**src/design/wapc_pkg.sv**
```systemverilog
// ============================================================================
// Windowed average capture package
// Shared field widths, result and operation codes, and the command and status
// bundles that pass between the controller and the datapath.
// ============================================================================
package wapc_pkg;

    localparam int SAMPLE_W = 12;
    localparam int WINDOW_W = 7;
    localparam int MAXW_W   = 8;
    localparam int KIND_W   = 2;

    localparam logic [WINDOW_W-1:0] WINDOW_RESET = 7'd5;

    localparam logic OP_SAMPLE = 1'b0;
    localparam logic OP_READ   = 1'b1;

    localparam logic [KIND_W-1:0] KIND_SAMPLE = 2'd0;
    localparam logic [KIND_W-1:0] KIND_WORD   = 2'd1;
    localparam logic [KIND_W-1:0] KIND_EMPTY  = 2'd2;

    typedef struct packed {
        logic take_sample;
        logic sum_run;
        logic div_load;
        logic div_run;
        logic emit_sample;
        logic take_read;
        logic emit_word;
        logic emit_empty;
    } cmd_t;

    typedef struct packed {
        logic sum_done;
        logic div_done;
        logic read_go;
        logic word_last;
        logic out_free;
    } status_t;

endpackage

```
**src/design/wapc_ctrl.sv**
```systemverilog
// ============================================================================
// Windowed average capture controller
// Sequences sample averaging (sum, divide, emit), frame reads word by word, and empty reads.
// ============================================================================
module wapc_ctrl (
    input  logic              clk,
    input  logic              rst_n,
    input  logic              in_valid,
    input  logic              opcode,
    output logic              in_stall,
    input  wapc_pkg::status_t status,
    output wapc_pkg::cmd_t    cmd
);
    import wapc_pkg::*;

    localparam logic [2:0] S_IDLE    = 3'd0;
    localparam logic [2:0] S_SUM     = 3'd1;
    localparam logic [2:0] S_DIV     = 3'd2;
    localparam logic [2:0] S_SMP_OUT = 3'd3;
    localparam logic [2:0] S_FRD     = 3'd4;
    localparam logic [2:0] S_FWAIT   = 3'd5;
    localparam logic [2:0] S_EMPTY   = 3'd6;

    logic [2:0] state_reg;
    logic [2:0] state_next;

    assign in_stall = (state_reg != S_IDLE);

    always_comb
    begin
        state_next = state_reg;
        cmd        = '0;
        unique case (state_reg)
            S_IDLE:
            begin
                if (in_valid)
                begin
                    if (opcode == OP_SAMPLE)
                    begin
                        cmd.take_sample = 1'b1;
                        state_next      = S_SUM;
                    end
                    else
                    begin
                        cmd.take_read = 1'b1;
                        state_next    = status.read_go ? S_FRD : S_EMPTY;
                    end
                end
            end
            S_SUM:
            begin
                cmd.sum_run = 1'b1;
                if (status.sum_done)
                begin
                    cmd.div_load = 1'b1;
                    state_next   = S_DIV;
                end
            end
            S_DIV:
            begin
                if (status.div_done)
                begin
                    state_next = S_SMP_OUT;
                end
                else
                begin
                    cmd.div_run = 1'b1;
                end
            end
            S_SMP_OUT:
            begin
                if (status.out_free)
                begin
                    cmd.emit_sample = 1'b1;
                    state_next      = S_IDLE;
                end
            end
            S_FRD:
            begin
                state_next = S_FWAIT;
            end
            S_FWAIT:
            begin
                if (status.out_free)
                begin
                    cmd.emit_word = 1'b1;
                    state_next    = status.word_last ? S_IDLE : S_FRD;
                end
            end
            S_EMPTY:
            begin
                if (status.out_free)
                begin
                    cmd.emit_empty = 1'b1;
                    state_next     = S_IDLE;
                end
            end
            default:
            begin
                state_next = S_IDLE;
            end
        endcase
    end

    always_ff @(posedge clk or negedge rst_n)
    begin
        if (!rst_n)
        begin
            state_reg <= S_IDLE;
        end
        else
        begin
            state_reg <= state_next;
        end
    end

    // At most one result is loaded into the output register per cycle.
    a_one_emit: assert property (@(posedge clk) disable iff (!rst_n)
        $onehot0({cmd.emit_sample, cmd.emit_word, cmd.emit_empty}))
        else $error("more than one result loaded in a cycle");

    // A result is loaded only when the output register can take it.
    a_emit_free: assert property (@(posedge clk) disable iff (!rst_n)
        (cmd.emit_sample || cmd.emit_word || cmd.emit_empty) |-> status.out_free)
        else $error("result loaded over a waiting result");

    // An accepted sample always starts the summing pass.
    a_sample_sum: assert property (@(posedge clk) disable iff (!rst_n)
        (in_valid && !in_stall && opcode == OP_SAMPLE) |=> state_reg == S_SUM)
        else $error("accepted sample did not start summing");

endmodule

```
**src/design/wapc_dp.sv**
```systemverilog
// ============================================================================
// Windowed average capture datapath
// Sample ring, running sum, bit-serial divider, ping-pong frame memory and
// the output register.
// ============================================================================
module wapc_dp #(
    parameter int RING_DEPTH  = 64,
    parameter int FRAME_WORDS = 32
) (
    input  logic                             clk,
    input  logic                             rst_n,
    input  wapc_pkg::cmd_t                   cmd,
    output wapc_pkg::status_t                status,
    input  logic [wapc_pkg::SAMPLE_W-1:0]    sample_value,
    input  logic [wapc_pkg::MAXW_W-1:0]      max_words,
    input  logic                             cfg_wr,
    input  logic [wapc_pkg::WINDOW_W-1:0]    cfg_data,
    input  logic                             out_stall,
    output logic                             out_valid,
    output logic [wapc_pkg::KIND_W-1:0]      result_kind,
    output logic [wapc_pkg::SAMPLE_W-1:0]    result_value,
    output logic                             frame_completed,
    output logic                             last_word
);
    import wapc_pkg::*;

    localparam int RIW = $clog2(RING_DEPTH);
    localparam int CW  = $clog2(RING_DEPTH + 1);
    localparam int PW  = RIW + 1;
    localparam int SW  = SAMPLE_W + CW;
    localparam int DCW = $clog2(SW + 1);
    localparam int FIW = (FRAME_WORDS > 1) ? $clog2(FRAME_WORDS) : 1;
    localparam int FAW = $clog2(2 * FRAME_WORDS);

    // Storage
    logic [SAMPLE_W-1:0] ring_mem  [RING_DEPTH];
    logic [SAMPLE_W-1:0] frame_mem [2 * FRAME_WORDS];
    logic [SAMPLE_W-1:0] ring_q_reg;
    logic [SAMPLE_W-1:0] frame_q_reg;

    // Control state
    logic [RIW-1:0]      wr_idx_reg, wr_idx_next;
    logic [CW-1:0]       fill_reg, fill_next;
    logic [WINDOW_W-1:0] window_reg, window_next;
    logic [RIW-1:0]      rd_ptr_reg, rd_ptr_next;
    logic [CW-1:0]       issue_left_reg, issue_left_next;
    logic                rd_vld_reg, rd_vld_next;
    logic [DCW-1:0]      dstep_reg, dstep_next;
    logic [FIW-1:0]      pos_reg, pos_next;
    logic                filling_b_reg, filling_b_next;
    logic                a_ready_reg, a_ready_next;
    logic                b_ready_reg, b_ready_next;
    logic                rd_sel_reg, rd_sel_next;
    logic [FIW-1:0]      idx_reg, idx_next;
    logic [FIW-1:0]      n_last_reg, n_last_next;
    logic                out_valid_reg, out_valid_next;

    // Payload state
    logic [SW-1:0]       sum_reg, sum_next;
    logic [CW-1:0]       n_reg, n_next;
    logic [SW-1:0]       quo_reg, quo_next;
    logic [CW-1:0]       rem_reg, rem_next;
    logic [KIND_W-1:0]   kind_reg, kind_next;
    logic [SAMPLE_W-1:0] value_reg, value_next;
    logic                done_reg, done_next;
    logic                last_reg, last_next;

    // Helpers
    logic [RIW-1:0]    wr_idx_inc;
    logic [CW-1:0]     fill_inc;
    logic [CW-1:0]     n_new;
    logic [PW-1:0]     start_sum;
    logic [RIW-1:0]    start_ptr;
    logic [RIW-1:0]    rd_ptr_inc;
    logic              issue;
    logic [CW:0]       trial;
    logic [CW:0]       diff;
    logic              trial_ge;
    logic [MAXW_W-1:0] words_min;
    logic              src_ready;
    logic              frame_end;
    logic [FAW-1:0]    frame_wr_addr;
    logic [FAW-1:0]    frame_rd_addr;
    logic              cfg_ok;

    assign wr_idx_inc = (wr_idx_reg == RIW'(RING_DEPTH - 1)) ? '0 : wr_idx_reg + 1'b1;
    assign fill_inc   = (fill_reg < CW'(RING_DEPTH)) ? fill_reg + 1'b1 : fill_reg;
    assign n_new      = (10'(fill_inc) < 10'(window_reg)) ? fill_inc : CW'(window_reg);
    assign start_sum  = PW'(wr_idx_inc) + PW'(RING_DEPTH) - PW'(n_new);
    assign start_ptr  = (start_sum >= PW'(RING_DEPTH)) ?
                        RIW'(start_sum - PW'(RING_DEPTH)) : RIW'(start_sum);
    assign rd_ptr_inc = (rd_ptr_reg == RIW'(RING_DEPTH - 1)) ? '0 : rd_ptr_reg + 1'b1;
    assign issue      = cmd.sum_run && (issue_left_reg != '0);

    assign trial    = {rem_reg, quo_reg[SW-1]};
    assign diff     = trial - {1'b0, n_reg};
    assign trial_ge = (trial >= {1'b0, n_reg});

    assign words_min = (max_words > MAXW_W'(FRAME_WORDS)) ? MAXW_W'(FRAME_WORDS) : max_words;
    assign src_ready = filling_b_reg ? a_ready_reg : b_ready_reg;
    assign frame_end = (pos_reg == FIW'(FRAME_WORDS - 1));

    assign frame_wr_addr = FAW'(pos_reg) + (filling_b_reg ? FAW'(FRAME_WORDS) : FAW'(0));
    assign frame_rd_addr = FAW'(idx_reg) + (rd_sel_reg ? FAW'(FRAME_WORDS) : FAW'(0));

    assign cfg_ok = (cfg_data != '0) && (10'(cfg_data) <= 10'(RING_DEPTH));

    assign status.sum_done  = (issue_left_reg == '0) && !rd_vld_reg;
    assign status.div_done  = (dstep_reg == '0);
    assign status.read_go   = src_ready && (max_words != '0);
    assign status.word_last = (idx_reg == n_last_reg);
    assign status.out_free  = !out_valid_reg || !out_stall;

    always_comb
    begin
        wr_idx_next     = wr_idx_reg;
        fill_next       = fill_reg;
        window_next     = window_reg;
        rd_ptr_next     = rd_ptr_reg;
        issue_left_next = issue_left_reg;
        rd_vld_next     = issue;
        dstep_next      = dstep_reg;
        pos_next        = pos_reg;
        filling_b_next  = filling_b_reg;
        a_ready_next    = a_ready_reg;
        b_ready_next    = b_ready_reg;
        rd_sel_next     = rd_sel_reg;
        idx_next        = idx_reg;
        n_last_next     = n_last_reg;
        out_valid_next  = out_valid_reg && out_stall;
        sum_next        = sum_reg;
        n_next          = n_reg;
        quo_next        = quo_reg;
        rem_next        = rem_reg;
        kind_next       = kind_reg;
        value_next      = value_reg;
        done_next       = done_reg;
        last_next       = last_reg;

        if (cfg_wr && cfg_ok)
        begin
            window_next = cfg_data;
        end

        if (cmd.take_sample)
        begin
            wr_idx_next     = wr_idx_inc;
            fill_next       = fill_inc;
            n_next          = n_new;
            rd_ptr_next     = start_ptr;
            issue_left_next = n_new;
            sum_next        = '0;
        end

        if (issue)
        begin
            rd_ptr_next     = rd_ptr_inc;
            issue_left_next = issue_left_reg - 1'b1;
        end

        if (rd_vld_reg)
        begin
            sum_next = sum_reg + SW'(ring_q_reg);
        end

        if (cmd.div_load)
        begin
            quo_next   = sum_reg;
            rem_next   = '0;
            dstep_next = DCW'(SW);
        end

        if (cmd.div_run)
        begin
            quo_next   = {quo_reg[SW-2:0], trial_ge};
            rem_next   = trial_ge ? diff[CW-1:0] : trial[CW-1:0];
            dstep_next = dstep_reg - 1'b1;
        end

        if (cmd.take_read)
        begin
            rd_sel_next = !filling_b_reg;
            idx_next    = '0;
            n_last_next = FIW'(words_min - 1'b1);
            if (filling_b_reg && a_ready_reg)
            begin
                a_ready_next = 1'b0;
            end
            if (!filling_b_reg && b_ready_reg)
            begin
                b_ready_next = 1'b0;
            end
        end

        if (cmd.emit_sample)
        begin
            out_valid_next = 1'b1;
            kind_next      = KIND_SAMPLE;
            value_next     = quo_reg[SAMPLE_W-1:0];
            done_next      = frame_end;
            last_next      = 1'b1;
            if (frame_end)
            begin
                pos_next       = '0;
                filling_b_next = !filling_b_reg;
                if (filling_b_reg)
                begin
                    b_ready_next = 1'b1;
                end
                else
                begin
                    a_ready_next = 1'b1;
                end
            end
            else
            begin
                pos_next = pos_reg + 1'b1;
            end
        end

        if (cmd.emit_word)
        begin
            out_valid_next = 1'b1;
            kind_next      = KIND_WORD;
            value_next     = frame_q_reg;
            done_next      = 1'b0;
            last_next      = (idx_reg == n_last_reg);
            idx_next       = idx_reg + 1'b1;
        end

        if (cmd.emit_empty)
        begin
            out_valid_next = 1'b1;
            kind_next      = KIND_EMPTY;
            value_next     = '0;
            done_next      = 1'b0;
            last_next      = 1'b1;
        end
    end

    always_ff @(posedge clk or negedge rst_n)
    begin
        if (!rst_n)
        begin
            wr_idx_reg     <= '0;
            fill_reg       <= '0;
            window_reg     <= WINDOW_RESET;
            rd_ptr_reg     <= '0;
            issue_left_reg <= '0;
            rd_vld_reg     <= 1'b0;
            dstep_reg      <= '0;
            pos_reg        <= '0;
            filling_b_reg  <= 1'b0;
            a_ready_reg    <= 1'b0;
            b_ready_reg    <= 1'b0;
            rd_sel_reg     <= 1'b0;
            idx_reg        <= '0;
            n_last_reg     <= '0;
            out_valid_reg  <= 1'b0;
        end
        else
        begin
            wr_idx_reg     <= wr_idx_next;
            fill_reg       <= fill_next;
            window_reg     <= window_next;
            rd_ptr_reg     <= rd_ptr_next;
            issue_left_reg <= issue_left_next;
            rd_vld_reg     <= rd_vld_next;
            dstep_reg      <= dstep_next;
            pos_reg        <= pos_next;
            filling_b_reg  <= filling_b_next;
            a_ready_reg    <= a_ready_next;
            b_ready_reg    <= b_ready_next;
            rd_sel_reg     <= rd_sel_next;
            idx_reg        <= idx_next;
            n_last_reg     <= n_last_next;
            out_valid_reg  <= out_valid_next;
        end
    end

    always_ff @(posedge clk)
    begin
        sum_reg   <= sum_next;
        n_reg     <= n_next;
        quo_reg   <= quo_next;
        rem_reg   <= rem_next;
        kind_reg  <= kind_next;
        value_reg <= value_next;
        done_reg  <= done_next;
        last_reg  <= last_next;
    end

    // Sample ring: written on sample accept, read continuously at the sum pointer.
    always_ff @(posedge clk)
    begin
        if (cmd.take_sample)
        begin
            ring_mem[wr_idx_reg] <= sample_value;
        end
        ring_q_reg <= ring_mem[rd_ptr_reg];
    end

    // Ping-pong frames: buffer A in the lower half, buffer B in the upper half.
    always_ff @(posedge clk)
    begin
        if (cmd.emit_sample)
        begin
            frame_mem[frame_wr_addr] <= quo_reg[SAMPLE_W-1:0];
        end
        frame_q_reg <= frame_mem[frame_rd_addr];
    end

    assign out_valid       = out_valid_reg;
    assign result_kind     = kind_reg;
    assign result_value    = value_reg;
    assign frame_completed = done_reg;
    assign last_word       = last_reg;

    // The averaging window never leaves its legal range.
    a_window_range: assert property (@(posedge clk) disable iff (!rst_n)
        (window_reg != '0) && (10'(window_reg) <= 10'(RING_DEPTH)))
        else $error("window length out of range");

    // The fill count saturates at the ring depth.
    a_fill_range: assert property (@(posedge clk) disable iff (!rst_n)
        10'(fill_reg) <= 10'(RING_DEPTH))
        else $error("ring fill count beyond ring depth");

    // Dividing never starts before every ring read has been summed.
    a_div_after_sum: assert property (@(posedge clk) disable iff (!rst_n)
        cmd.div_load |-> (!rd_vld_reg && issue_left_reg == '0))
        else $error("divide started with ring reads outstanding");

endmodule

```
**src/design/windowed_average_pingpong_capture_top.sv**
```systemverilog
// ============================================================================
// Windowed average ping-pong capture, top level
// Moving-average filter over a sample ring feeding two alternating frame
// buffers that a reader drains on request.
// ============================================================================
// A sample beat (opcode 0) stores the 12-bit sample in a ring of RING_DEPTH
// entries and returns one result: the truncated mean of the newest
// min(samples seen, window_length) samples. That mean is also written into
// the frame buffer being filled; when that buffer holds FRAME_WORDS means it
// is marked ready, frame_completed is set on the result, and filling moves to
// the other buffer. A read beat (opcode 1) streams the ready buffer that is
// not being filled, min(FRAME_WORDS, max_words) words, with last_word on the
// final one, and clears its ready mark. With no ready buffer, or a zero
// max_words, a single empty-read result is returned (a ready buffer is still
// consumed). One item is processed at a time and the input stalls until it is
// finished. The ring is read one entry per cycle for the sum, and the divider
// retires one quotient bit per cycle. Each word of a read passes through
// the registered read of the frame memory. A finished result waits in an
// output register, and the next item may be accepted while it waits. The
// window_length register is written over the configuration port, which is
// always ready; values outside 1 to RING_DEPTH are ignored. Write it only
// while idle.
module windowed_average_pingpong_capture_top #(
    parameter int RING_DEPTH  = 64,
    parameter int FRAME_WORDS = 32
) (
    input  logic                             clk,
    input  logic                             rst_n,

    // Item input channel
    input  logic                             in_valid,
    output logic                             in_stall,
    input  logic                             opcode,
    input  logic [wapc_pkg::SAMPLE_W-1:0]    sample_value,
    input  logic [wapc_pkg::MAXW_W-1:0]      max_words,

    // Result output channel
    output logic                             out_valid,
    input  logic                             out_stall,
    output logic [wapc_pkg::KIND_W-1:0]      result_kind,
    output logic [wapc_pkg::SAMPLE_W-1:0]    result_value,
    output logic                             frame_completed,
    output logic                             last_word,

    // Configuration write channel for window_length
    input  logic                             cfg_valid,
    output logic                             cfg_ready,
    input  logic [wapc_pkg::WINDOW_W-1:0]    cfg_data
);
    import wapc_pkg::*;

    cmd_t    cmd;
    status_t status;

    // The window register is written directly, so every beat is taken.
    assign cfg_ready = 1'b1;

    // The controller decides what happens each cycle; the datapath carries it out.
    wapc_ctrl u_ctrl (
        .clk      (clk),
        .rst_n    (rst_n),
        .in_valid (in_valid),
        .opcode   (opcode),
        .in_stall (in_stall),
        .status   (status),
        .cmd      (cmd)
    );

    wapc_dp #(
        .RING_DEPTH  (RING_DEPTH),
        .FRAME_WORDS (FRAME_WORDS)
    ) u_dp (
        .clk             (clk),
        .rst_n           (rst_n),
        .cmd             (cmd),
        .status          (status),
        .sample_value    (sample_value),
        .max_words       (max_words),
        .cfg_wr          (cfg_valid && cfg_ready),
        .cfg_data        (cfg_data),
        .out_stall       (out_stall),
        .out_valid       (out_valid),
        .result_kind     (result_kind),
        .result_value    (result_value),
        .frame_completed (frame_completed),
        .last_word       (last_word)
    );

endmodule
```
**config.mk**
```make
export PLATFORM = sky130hd
export DESIGN_NAME = windowed_average_pingpong_capture_top
export DESIGN_NICKNAME = d
export VERILOG_FILES = /design/src/design/wapc_pkg.sv /design/src/design/wapc_ctrl.sv /design/src/design/wapc_dp.sv /design/src/design/windowed_average_pingpong_capture_top.sv
export SDC_FILE = /design/constraint.sdc
export NUM_CORES = 2
export LEC_CHECK = 0
export CAP_MARGIN = 20
export CORE_UTILIZATION = 40
export DETAILED_ROUTE_END_ITERATION = 10
export DONT_BUFFER_PORTS = 1
export MAX_ROUTING_LAYER = met4
export PLACE_DENSITY_LB_ADDON = 0.08
export SETUP_SLACK_MARGIN = 0.3
export SLEW_MARGIN = 20
export SYNTH_ARGS = -nofsm -noshare
export SYNTH_HDL_FRONTEND = slang
export SYNTH_SLANG_ARGS = --single-unit
```
**constraint.sdc**
```tcl
create_clock -name clk -period 4 [get_ports clk]
set_input_delay 0.6 -clock clk [delete_from_list [all_inputs] [get_ports clk]]
set_output_delay 0.6 -clock clk [all_outputs]
set_load 0.02 [all_outputs]
```
==> results.json <==
{
  "rows": 149,
  "violations": "design-rule violations",
  "yosysSeqAreaShare_pct": 75.1,
  "critical_path.endpoint_type": "register",
  "cp.buffers_inverters": 1,
  "layout.nets": 3468,
  "drt-pass1-iter-count": 8,
  "finish.instance_area_um2": 76900,
  "p_leak_nw": 24.5,
  "yosysWarnings": 0,
  "grt_pass1_vias": 33300,
  "maxSlewViolCount": 0,
  "rsz0062_at_grt": "no",
  "setup_viol": 0,
  "crit_path_max_fanout": 6,
  "min_period_ps": 3540,
  "synth_top_area_share_pct": 71.6,
  "tns_ps": 0,
  "postRouteWirelength_mm": 160,
  "post-route-period-util_pct": 88.4,
  "ys_dominant_reg_cell": "edfxtp_1",
  "numCtsBuffers": 180,
  "worstReg2RegStart": "u_dp.fill_reg[2]$_DFFE_PN0P_",
  "maxCapViolCount": 0,
  "htree_levels": 4,
  "netlist_top_cells_count": "edfxtp_1, mux4_2, nor2_1",
  "postRouteAntennaNets": 0,
  "clkLatencyLatePin_ps": 800,
  "pwr_density_cell_nw_per_um2": 647,
  "port_buffers": 0,
  "cts.sinks": 1690,
  "crit_cells": 15,
  "place_area_um2": 70400,
  "drt_iter0_drc": 2600,
  "synthTopCellsByArea": "edfxtp_1, mux4_2, dfrtp_1",
  "criticalPathCategory": "reg2reg",
  "synth.distinct_cells": 68,
  "synth_area_um2": 66600,
  "fmax_ghz": 0.283,
  "worstMarginPinSlew_ps": 992,
  "drc_errors": 8,
  "grt_usage_pct": 20.0,
  "die_h_um": 410,
  "tritoncts": "done",
  "wire_per_inst_um": 28.0,
  "cts_root_buf": "clkbuf_16",
  "ios": 52,
  "final_layout_size_suffix_gt1_share_pct": 29.2,
  "yosys.area.top_type": "edfxtp_1",
  "start_util_pct": 40.3,
  "status": "finished with violations",
  "critical_path_required_ps": 4670,
  "cp_slowest_cell": "dfrtp_1",
  "ys_ff_latch": 1690,
  "worstSetupStartpointType": "register",
  "reg2reg_depth": 15,
  "reg_top3": "u_dp.frame_mem x768, u_dp.ring_mem x768",
  "yosysMostFrequentCell": "edfxtp_1",
  "vias_per_cell": 5.46,
  "place_hpwl_mm": 101,
  "synth-edff-count": 1588,
  "die_w_um": 410,
  "finClkSkew_ps": 48.1,
  "ff2ff_setup_slack_ps": 460,
  "r2r_end": "u_dp.rd_ptr_reg[5]$_DFFE_PN0P_",
  "grt_pass1_wl_mm": 237,
  "hold_viol": 0,
  "startpoint": "u_dp.fill_reg[2]$_DFFE_PN0P_",
  "cp-endpoint": "u_dp.rd_ptr_reg[5]$_DFFE_PN0P_",
  "syn-num-nets": 3218,
  "path_delay_family": "compound AO/OA/AOI/OAI gates",
  "gp_congestion": 0.801,
  "fillers": 13800,
  "relSlewSlack_pct": 33.9,
  "clockBufferDepth": 3,
  "crit_arrival_ps": 4210,
  "antenna_found_initial": 1,
  "hp-class": "in2reg",
  "critPathMaxStageDelay_ps": 470,
  "clk_pin_slew_ps": 60,
  "vias": 31400,
  "core_area_um2": 165000,
  "fp.dieArea_um2": 168000,
  "synth_area_per_cell_um2": 21.2,
  "crit_chain": "nand4_1, nor3b_2, xor2_1, ha_1, nand2_2, o21ai_1, a21oi_2, buf_4, mux2i_4, ha_4, a21o_1, a21o_1, o211ai_1, a211oi_1, a211oi_1",
  "area_growth_pct": 15.4,
  "overflow": 0,
  "peakVddDrop_mv": 0.468,
  "grt_max_degree": 110,
  "syn-instance-count": 3144,
  "async_flop_share_pct": 3.67
}
repair_timing:
action / CTS / global route
hold endpoints to repair: 838 / 0
buffers inserted: 3 / 5
resized for setup: 4 / 19
hold buffers: 24 / 0
pin swaps: 0 / 10
setup endpoints to repair: 3 / 3
logic make-up after synthesis:
logic type	after synthesis	synth area share, %
buf+inv	207	1.37
other cells	1	0.00563
fa+ha+maj	42	0.819
xor+xnor	40	0.526
compound gates	167	1.61
flops	1690	75.1
mux	523	17.3
simple gates	474	3.25
report_power, final:
group	internal (W)	switching [W]	leakage [nW]
clock	0.00957	0.00679	2.84
sequential	0.0198	0.000988	15.4
combinational	0.00625	0.00635	6.24
metrics by stage:
stage | utilization (%) | setup WS (ps) | hold WS [ps] | power, W | std cells
after global placement | 42.6 | 216 | 308 | 0.0336 | 5367
after detailed placement | 42.6 | 137 | 308 | 0.0337 | 5367
after CTS | 46.5 | 305 | 4.33 | 0.0504 | 5731
after floorplan | - | 315 | 304 | 0.0295 | 3144
after global routing | 46.6 | 233 | 29.3 | 0.0518 | 5738
final | 46.6 | 465 | 70.6 | 0.0498 | 5739
layout make-up:
cell class	count	area (µm²)	area share (%)
Clock inverter	94	816	1.06
Clock buffer	243	5020	6.53
Antenna cell	1	2.50	0.00325
Multi-Input combinational cell	1247	15800	20.6
Tap cell	2189	2740	3.56
Inverter	36	135	0.176
Timing Repair Buffer	239	2320	3.02
Sequential cell	1690	50100	65.1
metal layers:
layer  wire length (µm)  up-vias  GRT usage, %
met5                  0        -             -
met4               2710        0          4.38
met3               6210      217          3.01
met2              83800      621          33.9
met1              67800    17000          25.5
li1                   -    13500             -
layout by cell type (no fill, tap or decap), types with 34 or more instances in the layout:
cell / count
mux4_2: 504
ha_1: 34
edfxtp_1: 1588
nand2_1: 142
buf_4: 196
dfxtp_1: 40
clkbuf_16: 189
clkinv_1: 36
clkbuf_1: 45
nor2_1: 173
dfrtp_1: 52
worst min path at each step:
stage / start / to / slack, ps / cells past startpoint
6_report: max_words[3] / u_dp.n_last_reg[3]$_DFFE_PN0P_ / 70 / 2
3_5_place_dp: rst_n / u_dp.b_ready_reg$_DFF_PN0_ / 310 / 0
5_1_grt: max_words[3] / u_dp.n_last_reg[3]$_DFFE_PN0P_ / 30 / 2
2_1_floorplan: rst_n / u_ctrl.state_reg[0]$_DFFE_PN0P_ / 300 / 0
3_3_place_gp: rst_n / u_dp.filling_b_reg$_DFFE_PN0P_ / 310 / 0
4_1_cts: max_words[3] / u_dp.n_last_reg[3]$_DFFE_PN0P_ / 4 / 2
Power figures use the tool's default switching activity.
